**src/spinor_pkg.sv**
```systemverilog
// ----------------------------------------------------------------------------
// SPI NOR command sequencer package
// Shared codes, step masks and the job record passed from front to back.
// ----------------------------------------------------------------------------
package spinor_pkg;

    localparam int ADDR_BITS   = 24;
    localparam int QUEUE_DEPTH = 4;

    localparam logic [2:0] MODE_READ_ID   = 3'd0;
    localparam logic [2:0] MODE_READ_DATA = 3'd1;
    localparam logic [2:0] MODE_ERASE     = 3'd2;
    localparam logic [2:0] MODE_PROGRAM   = 3'd3;
    localparam logic [2:0] MODE_STATUS    = 3'd4;
    localparam logic [2:0] MODE_PROG_BYTE = 3'd5;
    localparam logic [2:0] MODE_RX_BYTE   = 3'd6;

    localparam logic [2:0] ACT_SEND      = 3'd0;
    localparam logic [2:0] ACT_CLOCK_IN  = 3'd1;
    localparam logic [2:0] ACT_DESELECT  = 3'd2;
    localparam logic [2:0] ACT_HOST_BYTE = 3'd3;
    localparam logic [2:0] ACT_DONE      = 3'd4;

    localparam logic [7:0] CMD_WRITE_ENABLE = 8'h06;
    localparam logic [7:0] CMD_READ_ID      = 8'h9F;
    localparam logic [7:0] CMD_READ_DATA    = 8'h03;
    localparam logic [7:0] CMD_READ_STATUS  = 8'h05;
    localparam logic [7:0] CMD_SECTOR_ERASE = 8'hD8;
    localparam logic [7:0] CMD_PAGE_PROGRAM = 8'h02;

    localparam int STATUS_BUSY_BIT = 0;
    localparam int STATUS_FAIL_BIT = 5;

    localparam int STEP_WREN  = 0;
    localparam int STEP_WDES  = 1;
    localparam int STEP_CMD   = 2;
    localparam int STEP_A2    = 3;
    localparam int STEP_A1    = 4;
    localparam int STEP_A0    = 5;
    localparam int STEP_HOST  = 6;
    localparam int STEP_TDES  = 7;
    localparam int STEP_T05   = 8;
    localparam int STEP_TCLK  = 9;
    localparam int STEP_TDONE = 10;
    localparam int NUM_STEPS  = 11;

    typedef logic [NUM_STEPS-1:0] t_step_mask;

    localparam t_step_mask STEP_ONE    = t_step_mask'(1);
    localparam t_step_mask HEAD_WREN   = (STEP_ONE << STEP_WREN) | (STEP_ONE << STEP_WDES);
    localparam t_step_mask HEAD_CMD    = STEP_ONE << STEP_CMD;
    localparam t_step_mask HEAD_ADDR   = (STEP_ONE << STEP_A2) | (STEP_ONE << STEP_A1)
                                       | (STEP_ONE << STEP_A0);
    localparam t_step_mask HEAD_HOST   = STEP_ONE << STEP_HOST;
    localparam t_step_mask TAIL_CLOCK  = STEP_ONE << STEP_TCLK;
    localparam t_step_mask TAIL_POLL   = (STEP_ONE << STEP_TDES) | (STEP_ONE << STEP_T05)
                                       | (STEP_ONE << STEP_TCLK);
    localparam t_step_mask TAIL_FINISH = (STEP_ONE << STEP_TDES) | (STEP_ONE << STEP_TDONE);

    typedef struct packed {
        t_step_mask           mask;
        logic [7:0]           cmd_byte;
        logic [ADDR_BITS-1:0] address;
        logic                 fail;
        logic [15:0]          count;
    } t_job;

endpackage

```
**src/spi_nor_flash_command_sequencer.sv**
```systemverilog
// ----------------------------------------------------------------------------
// SPI NOR flash command sequencer
// Turns host requests and received flash bytes into SPI byte actions.
//
//   Channel   Direction  Request
//   s_axis    in         request or received byte (mode in tuser)
//   m_axis    out        one SPI or host action (action in tuser, tlast ends it)
//
// A request is taken whenever the job queue has room.
// The back end issues one action per cycle while the output is not stalled and
// a job is waiting; a request causes one to nine actions, and the queue depth
// sets how far the front end may run ahead.
// Reset is synchronous and clears the phase, the queue and the output valid.
// A stalled output holds its action while the front end keeps taking requests
// until the queue is full.
// ----------------------------------------------------------------------------
module spi_nor_flash_command_sequencer #(
    parameter int P_QUEUE_DEPTH = spinor_pkg::QUEUE_DEPTH
) (
    input  logic        i_clk,
    input  logic        i_rst_n,
    input  logic        s_axis_tvalid,
    output logic        s_axis_tready,
    // address [23:0], length [39:24], data_byte [47:40]
    input  logic [47:0] s_axis_tdata,
    // mode [2:0]
    input  logic [2:0]  s_axis_tuser,
    output logic        m_axis_tvalid,
    input  logic        m_axis_tready,
    // byte_value [7:0], erase_failed [8], byte_count [24:9], zero [31:25]
    output logic [31:0] m_axis_tdata,
    // action [2:0]
    output logic [2:0]  m_axis_tuser,
    output logic        m_axis_tlast
);
    import spinor_pkg::*;

    logic        w_accept, w_push, w_full, w_empty, w_pop;
    t_job        w_push_job, w_head_job;
    logic [7:0]  w_byte_value;
    logic        w_erase_failed;
    logic [15:0] w_byte_count;

    assign s_axis_tready = !w_full;
    assign w_accept      = s_axis_tvalid && s_axis_tready;

    spinor_front u_front (
        .i_clk       (i_clk),
        .i_rst_n     (i_rst_n),
        .i_accept    (w_accept),
        .i_mode      (s_axis_tuser),
        .i_address   (s_axis_tdata[23:0]),
        .i_length    (s_axis_tdata[39:24]),
        .i_data_byte (s_axis_tdata[47:40]),
        .o_push      (w_push),
        .o_job       (w_push_job)
    );

    spinor_queue #(
        .DEPTH (P_QUEUE_DEPTH)
    ) u_queue (
        .i_clk   (i_clk),
        .i_rst_n (i_rst_n),
        .i_push  (w_push),
        .i_job   (w_push_job),
        .o_full  (w_full),
        .i_pop   (w_pop),
        .o_empty (w_empty),
        .o_job   (w_head_job)
    );

    spinor_back u_back (
        .i_clk          (i_clk),
        .i_rst_n        (i_rst_n),
        .i_empty        (w_empty),
        .i_job          (w_head_job),
        .o_pop          (w_pop),
        .o_valid        (m_axis_tvalid),
        .i_ready        (m_axis_tready),
        .o_action       (m_axis_tuser),
        .o_byte_value   (w_byte_value),
        .o_erase_failed (w_erase_failed),
        .o_byte_count   (w_byte_count),
        .o_last         (m_axis_tlast)
    );

    assign m_axis_tdata = {7'd0, w_byte_count, w_erase_failed, w_byte_value};

    a_done_is_last : assert property (@(posedge i_clk) disable iff (!i_rst_n)
        (m_axis_tvalid && (m_axis_tuser == ACT_DONE)) |-> m_axis_tlast)
        else $error("done action not marked last");

    a_count_only_on_done : assert property (@(posedge i_clk) disable iff (!i_rst_n)
        (m_axis_tvalid && (m_axis_tuser != ACT_DONE)) |->
        ((m_axis_tdata[24:9] == 16'd0) && !m_axis_tdata[8]))
        else $error("count or failure flag set on a non-done action");

    a_pop_has_data : assert property (@(posedge i_clk) disable iff (!i_rst_n)
        w_pop |-> !w_empty)
        else $error("job taken from an empty queue");

endmodule

```
**src/spinor_front.sv**
```systemverilog
// ----------------------------------------------------------------------------
// SPI NOR command sequencer front end
// Tracks the operation phase and turns each request into a job of steps.
// ----------------------------------------------------------------------------
module spinor_front (
    input  logic                            i_clk,
    input  logic                            i_rst_n,
    input  logic                            i_accept,
    input  logic [2:0]                      i_mode,
    input  logic [spinor_pkg::ADDR_BITS-1:0] i_address,
    input  logic [15:0]                     i_length,
    input  logic [7:0]                      i_data_byte,
    output logic                            o_push,
    output spinor_pkg::t_job                o_job
);
    import spinor_pkg::*;

    localparam logic [2:0] PH_IDLE        = 3'd0;
    localparam logic [2:0] PH_READING     = 3'd1;
    localparam logic [2:0] PH_PROGRAMMING = 3'd2;
    localparam logic [2:0] PH_POLLING     = 3'd3;
    localparam logic [2:0] PH_ERASE_CHECK = 3'd4;
    localparam logic [2:0] PH_STATUS_READ = 3'd5;

    logic [2:0]  r_phase, n_phase;
    logic [2:0]  r_op, n_op;
    logic [15:0] r_left, n_left;
    logic [15:0] r_done, n_done;
    logic [15:0] w_left_dec, w_done_inc;
    logic        w_idle, w_len_zero;
    t_job        w_job;

    assign w_left_dec = r_left - 16'd1;
    assign w_done_inc = r_done + 16'd1;
    assign w_idle     = (r_phase == PH_IDLE);
    assign w_len_zero = (i_length == 16'd0);

    always_comb begin
        n_phase        = r_phase;
        n_op           = r_op;
        n_left         = r_left;
        n_done         = r_done;
        w_job.mask     = '0;
        w_job.cmd_byte = '0;
        w_job.address  = i_address;
        w_job.fail     = 1'b0;
        w_job.count    = '0;
        unique case (i_mode)
            MODE_READ_ID, MODE_READ_DATA: begin
                if (w_idle) begin
                    n_op   = i_mode;
                    n_done = '0;
                    n_left = i_length;
                    w_job.mask = HEAD_CMD | ((i_mode == MODE_READ_DATA) ? HEAD_ADDR : '0)
                               | (w_len_zero ? TAIL_FINISH : TAIL_CLOCK);
                    w_job.cmd_byte = (i_mode == MODE_READ_ID) ? CMD_READ_ID : CMD_READ_DATA;
                    n_phase = w_len_zero ? PH_IDLE : PH_READING;
                end
            end
            MODE_ERASE: begin
                if (w_idle) begin
                    n_op           = i_mode;
                    n_done         = '0;
                    n_left         = '0;
                    w_job.mask     = HEAD_WREN | HEAD_CMD | HEAD_ADDR | TAIL_POLL;
                    w_job.cmd_byte = CMD_SECTOR_ERASE;
                    n_phase        = PH_POLLING;
                end
            end
            MODE_PROGRAM: begin
                if (w_idle) begin
                    n_op           = i_mode;
                    n_done         = '0;
                    n_left         = i_length;
                    w_job.mask     = HEAD_WREN | HEAD_CMD | HEAD_ADDR
                                   | (w_len_zero ? TAIL_POLL : '0);
                    w_job.cmd_byte = CMD_PAGE_PROGRAM;
                    n_phase        = w_len_zero ? PH_POLLING : PH_PROGRAMMING;
                end
            end
            MODE_STATUS: begin
                if (w_idle) begin
                    n_op           = i_mode;
                    n_done         = '0;
                    n_left         = '0;
                    w_job.mask     = HEAD_CMD | TAIL_CLOCK;
                    w_job.cmd_byte = CMD_READ_STATUS;
                    n_phase        = PH_STATUS_READ;
                end
            end
            MODE_PROG_BYTE: begin
                if (r_phase == PH_PROGRAMMING) begin
                    n_left         = w_left_dec;
                    n_done         = w_done_inc;
                    w_job.cmd_byte = i_data_byte;
                    if (w_left_dec == 16'd0) begin
                        w_job.mask = HEAD_CMD | TAIL_POLL;
                        n_phase    = PH_POLLING;
                    end else begin
                        w_job.mask = HEAD_CMD;
                    end
                end
            end
            MODE_RX_BYTE: begin
                unique case (r_phase)
                    PH_READING: begin
                        n_left         = w_left_dec;
                        n_done         = w_done_inc;
                        w_job.cmd_byte = i_data_byte;
                        if (w_left_dec == 16'd0) begin
                            w_job.mask  = HEAD_HOST | TAIL_FINISH;
                            w_job.count = w_done_inc;
                            n_phase     = PH_IDLE;
                        end else begin
                            w_job.mask = HEAD_HOST | TAIL_CLOCK;
                        end
                    end
                    PH_POLLING: begin
                        if (i_data_byte[STATUS_BUSY_BIT]) begin
                            w_job.mask = TAIL_POLL;
                        end else if (r_op == MODE_ERASE) begin
                            w_job.mask = TAIL_POLL;
                            n_phase    = PH_ERASE_CHECK;
                        end else begin
                            w_job.mask  = TAIL_FINISH;
                            w_job.count = r_done;
                            n_phase     = PH_IDLE;
                        end
                    end
                    PH_ERASE_CHECK: begin
                        w_job.mask  = TAIL_FINISH;
                        w_job.fail  = i_data_byte[STATUS_FAIL_BIT];
                        w_job.count = r_done;
                        n_phase     = PH_IDLE;
                    end
                    PH_STATUS_READ: begin
                        w_job.mask     = HEAD_HOST | TAIL_FINISH;
                        w_job.cmd_byte = i_data_byte;
                        w_job.count    = 16'd1;
                        n_done         = 16'd1;
                        n_phase        = PH_IDLE;
                    end
                    default: begin
                    end
                endcase
            end
            default: begin
            end
        endcase
    end

    always_ff @(posedge i_clk) begin
        if (!i_rst_n) begin
            r_phase <= PH_IDLE;
            r_op    <= '0;
            r_left  <= '0;
            r_done  <= '0;
        end else if (i_accept) begin
            r_phase <= n_phase;
            r_op    <= n_op;
            r_left  <= n_left;
            r_done  <= n_done;
        end
    end

    assign o_push = i_accept && (w_job.mask != '0);
    assign o_job  = w_job;

endmodule

```
**src/spinor_queue.sv**
```systemverilog
// ----------------------------------------------------------------------------
// SPI NOR command sequencer job queue
// Small first-in first-out store of jobs between the front and back ends.
// ----------------------------------------------------------------------------
module spinor_queue #(
    parameter int DEPTH = spinor_pkg::QUEUE_DEPTH
) (
    input  logic             i_clk,
    input  logic             i_rst_n,
    input  logic             i_push,
    input  spinor_pkg::t_job i_job,
    output logic             o_full,
    input  logic             i_pop,
    output logic             o_empty,
    output spinor_pkg::t_job o_job
);
    import spinor_pkg::*;

    localparam int PW = (DEPTH > 1) ? $clog2(DEPTH) : 1;
    localparam int CW = $clog2(DEPTH + 1);

    t_job          r_mem [DEPTH];
    logic [PW-1:0] r_wr_ptr, r_rd_ptr;
    logic [CW-1:0] r_count;
    logic          w_push, w_pop;

    assign o_full  = (r_count == CW'(DEPTH));
    assign o_empty = (r_count == '0);
    assign w_push  = i_push && !o_full;
    assign w_pop   = i_pop && !o_empty;
    assign o_job   = r_mem[r_rd_ptr];

    function automatic logic [PW-1:0] next_ptr(input logic [PW-1:0] ptr);
        next_ptr = (ptr == PW'(DEPTH - 1)) ? '0 : ptr + PW'(1);
    endfunction

    always_ff @(posedge i_clk) begin
        if (w_push) begin
            r_mem[r_wr_ptr] <= i_job;
        end
    end

    always_ff @(posedge i_clk) begin
        if (!i_rst_n) begin
            r_wr_ptr <= '0;
            r_rd_ptr <= '0;
            r_count  <= '0;
        end else begin
            if (w_push) begin
                r_wr_ptr <= next_ptr(r_wr_ptr);
            end
            if (w_pop) begin
                r_rd_ptr <= next_ptr(r_rd_ptr);
            end
            if (w_push && !w_pop) begin
                r_count <= r_count + CW'(1);
            end else if (w_pop && !w_push) begin
                r_count <= r_count - CW'(1);
            end
        end
    end

endmodule

```
**src/spinor_back.sv**
```systemverilog
// ----------------------------------------------------------------------------
// SPI NOR command sequencer back end
// Walks the steps of each job and presents one action per cycle while the output is not stalled and a job is waiting.
// ----------------------------------------------------------------------------
module spinor_back (
    input  logic             i_clk,
    input  logic             i_rst_n,
    input  logic             i_empty,
    input  spinor_pkg::t_job i_job,
    output logic             o_pop,
    output logic             o_valid,
    input  logic             i_ready,
    output logic [2:0]       o_action,
    output logic [7:0]       o_byte_value,
    output logic             o_erase_failed,
    output logic [15:0]      o_byte_count,
    output logic             o_last
);
    import spinor_pkg::*;

    t_step_mask  r_mask, n_mask, w_cur_mask;
    t_job        r_job, w_cur;
    logic        r_valid;
    logic [2:0]  r_action, n_action;
    logic [7:0]  r_byte, n_byte;
    logic        r_fail, n_fail;
    logic [15:0] r_count, n_count;
    logic        r_last;
    logic        w_advance, w_from_queue, w_emit;

    assign w_from_queue = (r_mask == '0);
    assign w_cur        = w_from_queue ? i_job : r_job;
    assign w_cur_mask   = w_from_queue ? (i_empty ? '0 : i_job.mask) : r_mask;
    assign w_advance    = !r_valid || i_ready;
    assign w_emit       = w_advance && (w_cur_mask != '0);
    assign n_mask       = w_cur_mask & (w_cur_mask - t_step_mask'(1));
    assign o_pop        = w_emit && w_from_queue;

    always_comb begin
        n_action = ACT_SEND;
        n_byte   = '0;
        n_fail   = 1'b0;
        n_count  = '0;
        priority if (w_cur_mask[STEP_WREN]) begin
            n_byte = CMD_WRITE_ENABLE;
        end else if (w_cur_mask[STEP_WDES]) begin
            n_action = ACT_DESELECT;
        end else if (w_cur_mask[STEP_CMD]) begin
            n_byte = w_cur.cmd_byte;
        end else if (w_cur_mask[STEP_A2]) begin
            n_byte = w_cur.address[ADDR_BITS-1 -: 8];
        end else if (w_cur_mask[STEP_A1]) begin
            n_byte = w_cur.address[ADDR_BITS-9 -: 8];
        end else if (w_cur_mask[STEP_A0]) begin
            n_byte = w_cur.address[ADDR_BITS-17 -: 8];
        end else if (w_cur_mask[STEP_HOST]) begin
            n_action = ACT_HOST_BYTE;
            n_byte   = w_cur.cmd_byte;
        end else if (w_cur_mask[STEP_TDES]) begin
            n_action = ACT_DESELECT;
        end else if (w_cur_mask[STEP_T05]) begin
            n_byte = CMD_READ_STATUS;
        end else if (w_cur_mask[STEP_TCLK]) begin
            n_action = ACT_CLOCK_IN;
        end else begin
            n_action = ACT_DONE;
            n_fail   = w_cur.fail;
            n_count  = w_cur.count;
        end
    end

    always_ff @(posedge i_clk) begin
        if (!i_rst_n) begin
            r_mask  <= '0;
            r_valid <= 1'b0;
        end else if (w_advance) begin
            r_valid <= w_emit;
            if (w_emit) begin
                r_mask <= n_mask;
            end
        end
    end

    always_ff @(posedge i_clk) begin
        if (o_pop) begin
            r_job <= i_job;
        end
        if (w_emit) begin
            r_action <= n_action;
            r_byte   <= n_byte;
            r_fail   <= n_fail;
            r_count  <= n_count;
            r_last   <= (n_mask == '0);
        end
    end

    assign o_valid        = r_valid;
    assign o_action       = r_action;
    assign o_byte_value   = r_byte;
    assign o_erase_failed = r_fail;
    assign o_byte_count   = r_count;
    assign o_last         = r_last;

endmodule

```
**config.mk**
```make
export PLATFORM = sky130hd
export DESIGN_NAME = spi_nor_flash_command_sequencer
export DESIGN_NICKNAME = d
export VERILOG_FILES = /design/src/spinor_pkg.sv /design/src/spi_nor_flash_command_sequencer.sv /design/src/spinor_front.sv /design/src/spinor_queue.sv /design/src/spinor_back.sv
export SDC_FILE = /design/constraint.sdc
export NUM_CORES = 1
export LEC_CHECK = 0
export BUFFER_PORTS_ARGS = -buffer_cell sky130_fd_sc_hd__buf_2
export CAP_MARGIN = 20
export CORE_MARGIN = 3
export CORE_UTILIZATION = 50
export DETAILED_ROUTE_END_ITERATION = 12
export PLACE_DENSITY = 0.68
export SLEW_MARGIN = 10
export SYNTH_ARGS = -nofsm -noshare
export SYNTH_HDL_FRONTEND = slang
export SYNTH_SLANG_ARGS = --single-unit
```
**constraint.sdc**
```tcl
create_clock -name i_clk -period 7.7 [get_ports i_clk]
set_clock_uncertainty 0.05 [all_clocks]
set_input_delay 2.31 -clock i_clk [delete_from_list [all_inputs] [get_ports i_clk]]
set_output_delay 2.31 -clock i_clk [all_outputs]
set_load 0.05 [all_outputs]
```
==> results.toml <==
[global_route]
grt_antenna_before_repair = 2
grt_use_total_pct = 20.6
grt_max_degree = 41
overflow = 0
grt_pass1_vias = 9762
grt_pass1_wl_um = 54600

[sta]
fin_crit_ns = 5.12
worst_pin_slew_ns = 1.08
setup_violations = 0
grt_setup_unrepaired = "no"
clock.fmax_mhz = 195
setup_tns_ns = 0
period_share_pct = 66.5
relSlewSlack_pct = 28.2
report.final.slew_viol_count = 0
finalHoldViolCount = 0

[worst_setup_path]
r2r_cells = 13
critPathLaunchType = "input pin"
required_ns = 7.84
critPathKind = "input pin to flop"
crit_fanout = 39
worst_setup_path_end_kind = "flop"
cp.arrival_ns = 5.27

[clocking]
h-tree-depth = 2
cts_setup_buffers = 0
cts-resized-gates = 0
cts_root_buffer = "clkbuf_16"
clock_sinks = 364
path_clk_slew_ns = 0.06
cts_hold_buf = 0
clk_latency_ns = 0.52
cts_made_buffers = 39
cts_buffer_depth = 3
cts_tree = "yes"

[detailed_routing]
via_per_inst = 6.07
wl_met1_um = 14400
antenna_left = 0
drt_iter0_drc = 834
remaining_drc_errors = 0
wl_met3_um = 2060
drt-total-wl_um = 34600
met2_length_um = 17500
vias = 10000
drt_first_pass_iters = 5
dr.max_layer_used = "met5"
wire_per_inst_um = 21.0

[finish]
final_cells = 1650
drive_above_1_share_pct = 20.7
syn2layout_area_growth_pct = 13.5
multiInputGateArea_mm2 = 0.00508
final_common_cell = "edfxtp_1"
final_cell_mix = "edfxtp_1 (306), nand2_1 (123), buf_2 (85)"
layout.nets = 1288
diodes = 0
fill_cells = 2410
regArea_mm2 = 0.0104

[job]
drv_cap = 0

[hold_path]
hold_depth = 2
hold_path.class = "flop to flop"

[place]
hpwl_um = 22800
dpl.cell_count = 1574
routabilityCongestion = 0.877
io_buffers = 85

[yosys]
synth-edff-count = 306
synth_largest_area_cell = "edfxtp_1"
async_flop_share_pct = 0
synth_ff_type = "edfxtp_1"
ys.warnings.count = 0
yosysSeqAreaShare_pct = 65.5
synth_top_area_share_pct = 58.2
yosys.cell_types.count = 76
synth-seq-cells = 364
synth_area_per_cell_um2 = 13.8
synth_cells = 1142
yosys-top-cells-area = "edfxtp_1 (58%), mux4_2 (8.0%), dfxtp_1 (7.4%)"
syn-cell-area_mm2 = 0.0158

[die]
die_y_um = 184
rows = 64
die-area_mm2 = 0.0338
die_x_um = 184
start_util_pct = 51.2
ios = 93
core_area_mm2 = 0.0308

[outcome]
status = "completed"

[power_and_ir_drop]
leakage_nw = 6.21
power.density_mw_per_mm2 = 477
ir_drop_uv = 372
-- registers in the layout, indices dropped and copies added, names as in the netlist, named ones only --
signal / cells
u_queue.r_mem: 228
u_back.r_job: 49
u_back.o_byte_count: 16
u_front.r_done: 16
u_front.r_left: 16
u_back.r_mask: 10
u_back.o_byte_value: 8
u_back.o_action: 3
u_front.r_op: 3
u_front.r_phase: 3
u_queue.r_count: 3
u_queue.r_rd_ptr: 2
u_queue.r_wr_ptr: 2
u_back.o_erase_failed: 1
u_back.o_last: 1
u_back.o_valid: 1
-- cells by family after synthesis --
logic type / Yosys count / share of synthesized area [%]
xor+xnor: 15 / 0.832
mux: 73 / 9.19
buf+inv: 84 / 2.56
flops: 364 / 65.5
other cells: 1 / 0.0237
fa+ha+maj: 12 / 0.966
compound gates: 240 / 10.0
simple gates: 353 / 10.9
-- cells in the mapped netlist (4+ instances only) --
master	number
edfxtp_1	306
nand2_1	123
a21oi_1	79
nor2_1	75
dfxtp_1	58
mux4_2	56
nand3_1	39
clkbuf_1	38
o21ai_0	38
nor3_1	25
a211oi_1	18
a31oi_1	16
or3_1	16
buf_2	14
and3_1	13
inv_1	13
mux2i_1	13
a21oi_2	12
and2_1	10
buf_4	10
xnor2_1	10
a21o_1	9
ha_1	9
nor4_1	9
nand2b_1	8
o21a_1	8
a221oi_1	7
a22oi_1	7
nand4_1	7
nor2b_1	6
o21ai_1	5
o31ai_1	5
xor2_1	5
a22o_1	4
and4_1	4
-- power by group --
part | leakage [nW] | switching, W | internal (W) | total (W)
clock network | 0.636 | 0.000753 | 0.00116 | 0.00192
logic | 2.18 | 0.00248 | 0.00111 | 0.00359
registers | 3.39 | 0.000195 | 0.00286 | 0.00305
-- routing by layer --
metal,track usage [%],vias to the layer above
met2,35.2,346
met5,0,-
met4,4.72,4
met3,3.23,54
li1,-,4579
met1,28.1,5027
-- metrics by stage --
step	total power (W)	utilization [%]	instance area (µm²)	hold WS, ns	worst slack, ns
2_1_floorplan	0.00565	-	15800	0.393	1.38
3_3_place_gp	0.00661	53.5	16500	0.418	2.19
3_5_place_dp	0.00667	53.6	16500	0.420	2.06
4_1_cts	0.00859	57.9	17800	0.431	2.60
5_1_grt	0.00902	58.1	17900	0.458	2.29
6_report	0.00856	58.1	17900	0.433	2.58
-- worst paths after layout --
kind | startpoint | endpoint | slack (ns)
min | u_back.r_mask[9]$_SDFFE_PN0P_ | u_back.r_mask[9]$_SDFFE_PN0P_ | 0.43
min reg2reg | u_back.r_mask[9]$_SDFFE_PN0P_ | u_back.r_mask[9]$_SDFFE_PN0P_ | 0.43
max | s_axis_tuser[1] | u_queue.r_mem[0][48]$_DFFE_PP_ | 2.58
max reg2reg | u_queue.r_count[0]$_SDFFE_PN0P_ | u_queue.r_count[2]$_SDFFE_PN0P_ | 3.31
-- critical path, cell delays in order --
cell,delay [ns]
buf_2,0.23
nor2b_1,0.57
nand2_1,0.12
nand3_1,0.12
a32oi_1,0.14
nor2_1,0.34
and2_2,0.93
buf_4,0.46
-- layout make-up --
type / instances / area share (%)
Clock buffer: 50 / 5.79
Clock inverter: 22 / 1.61
Inverter: 16 / 0.335
Multi-Input combinational cell: 700 / 28.3
Sequential cell: 364 / 57.8
Tap cell: 396 / 2.76
Timing Repair Buffer: 102 / 3.40
No activity file was read; power rests on OpenSTA's default activity.
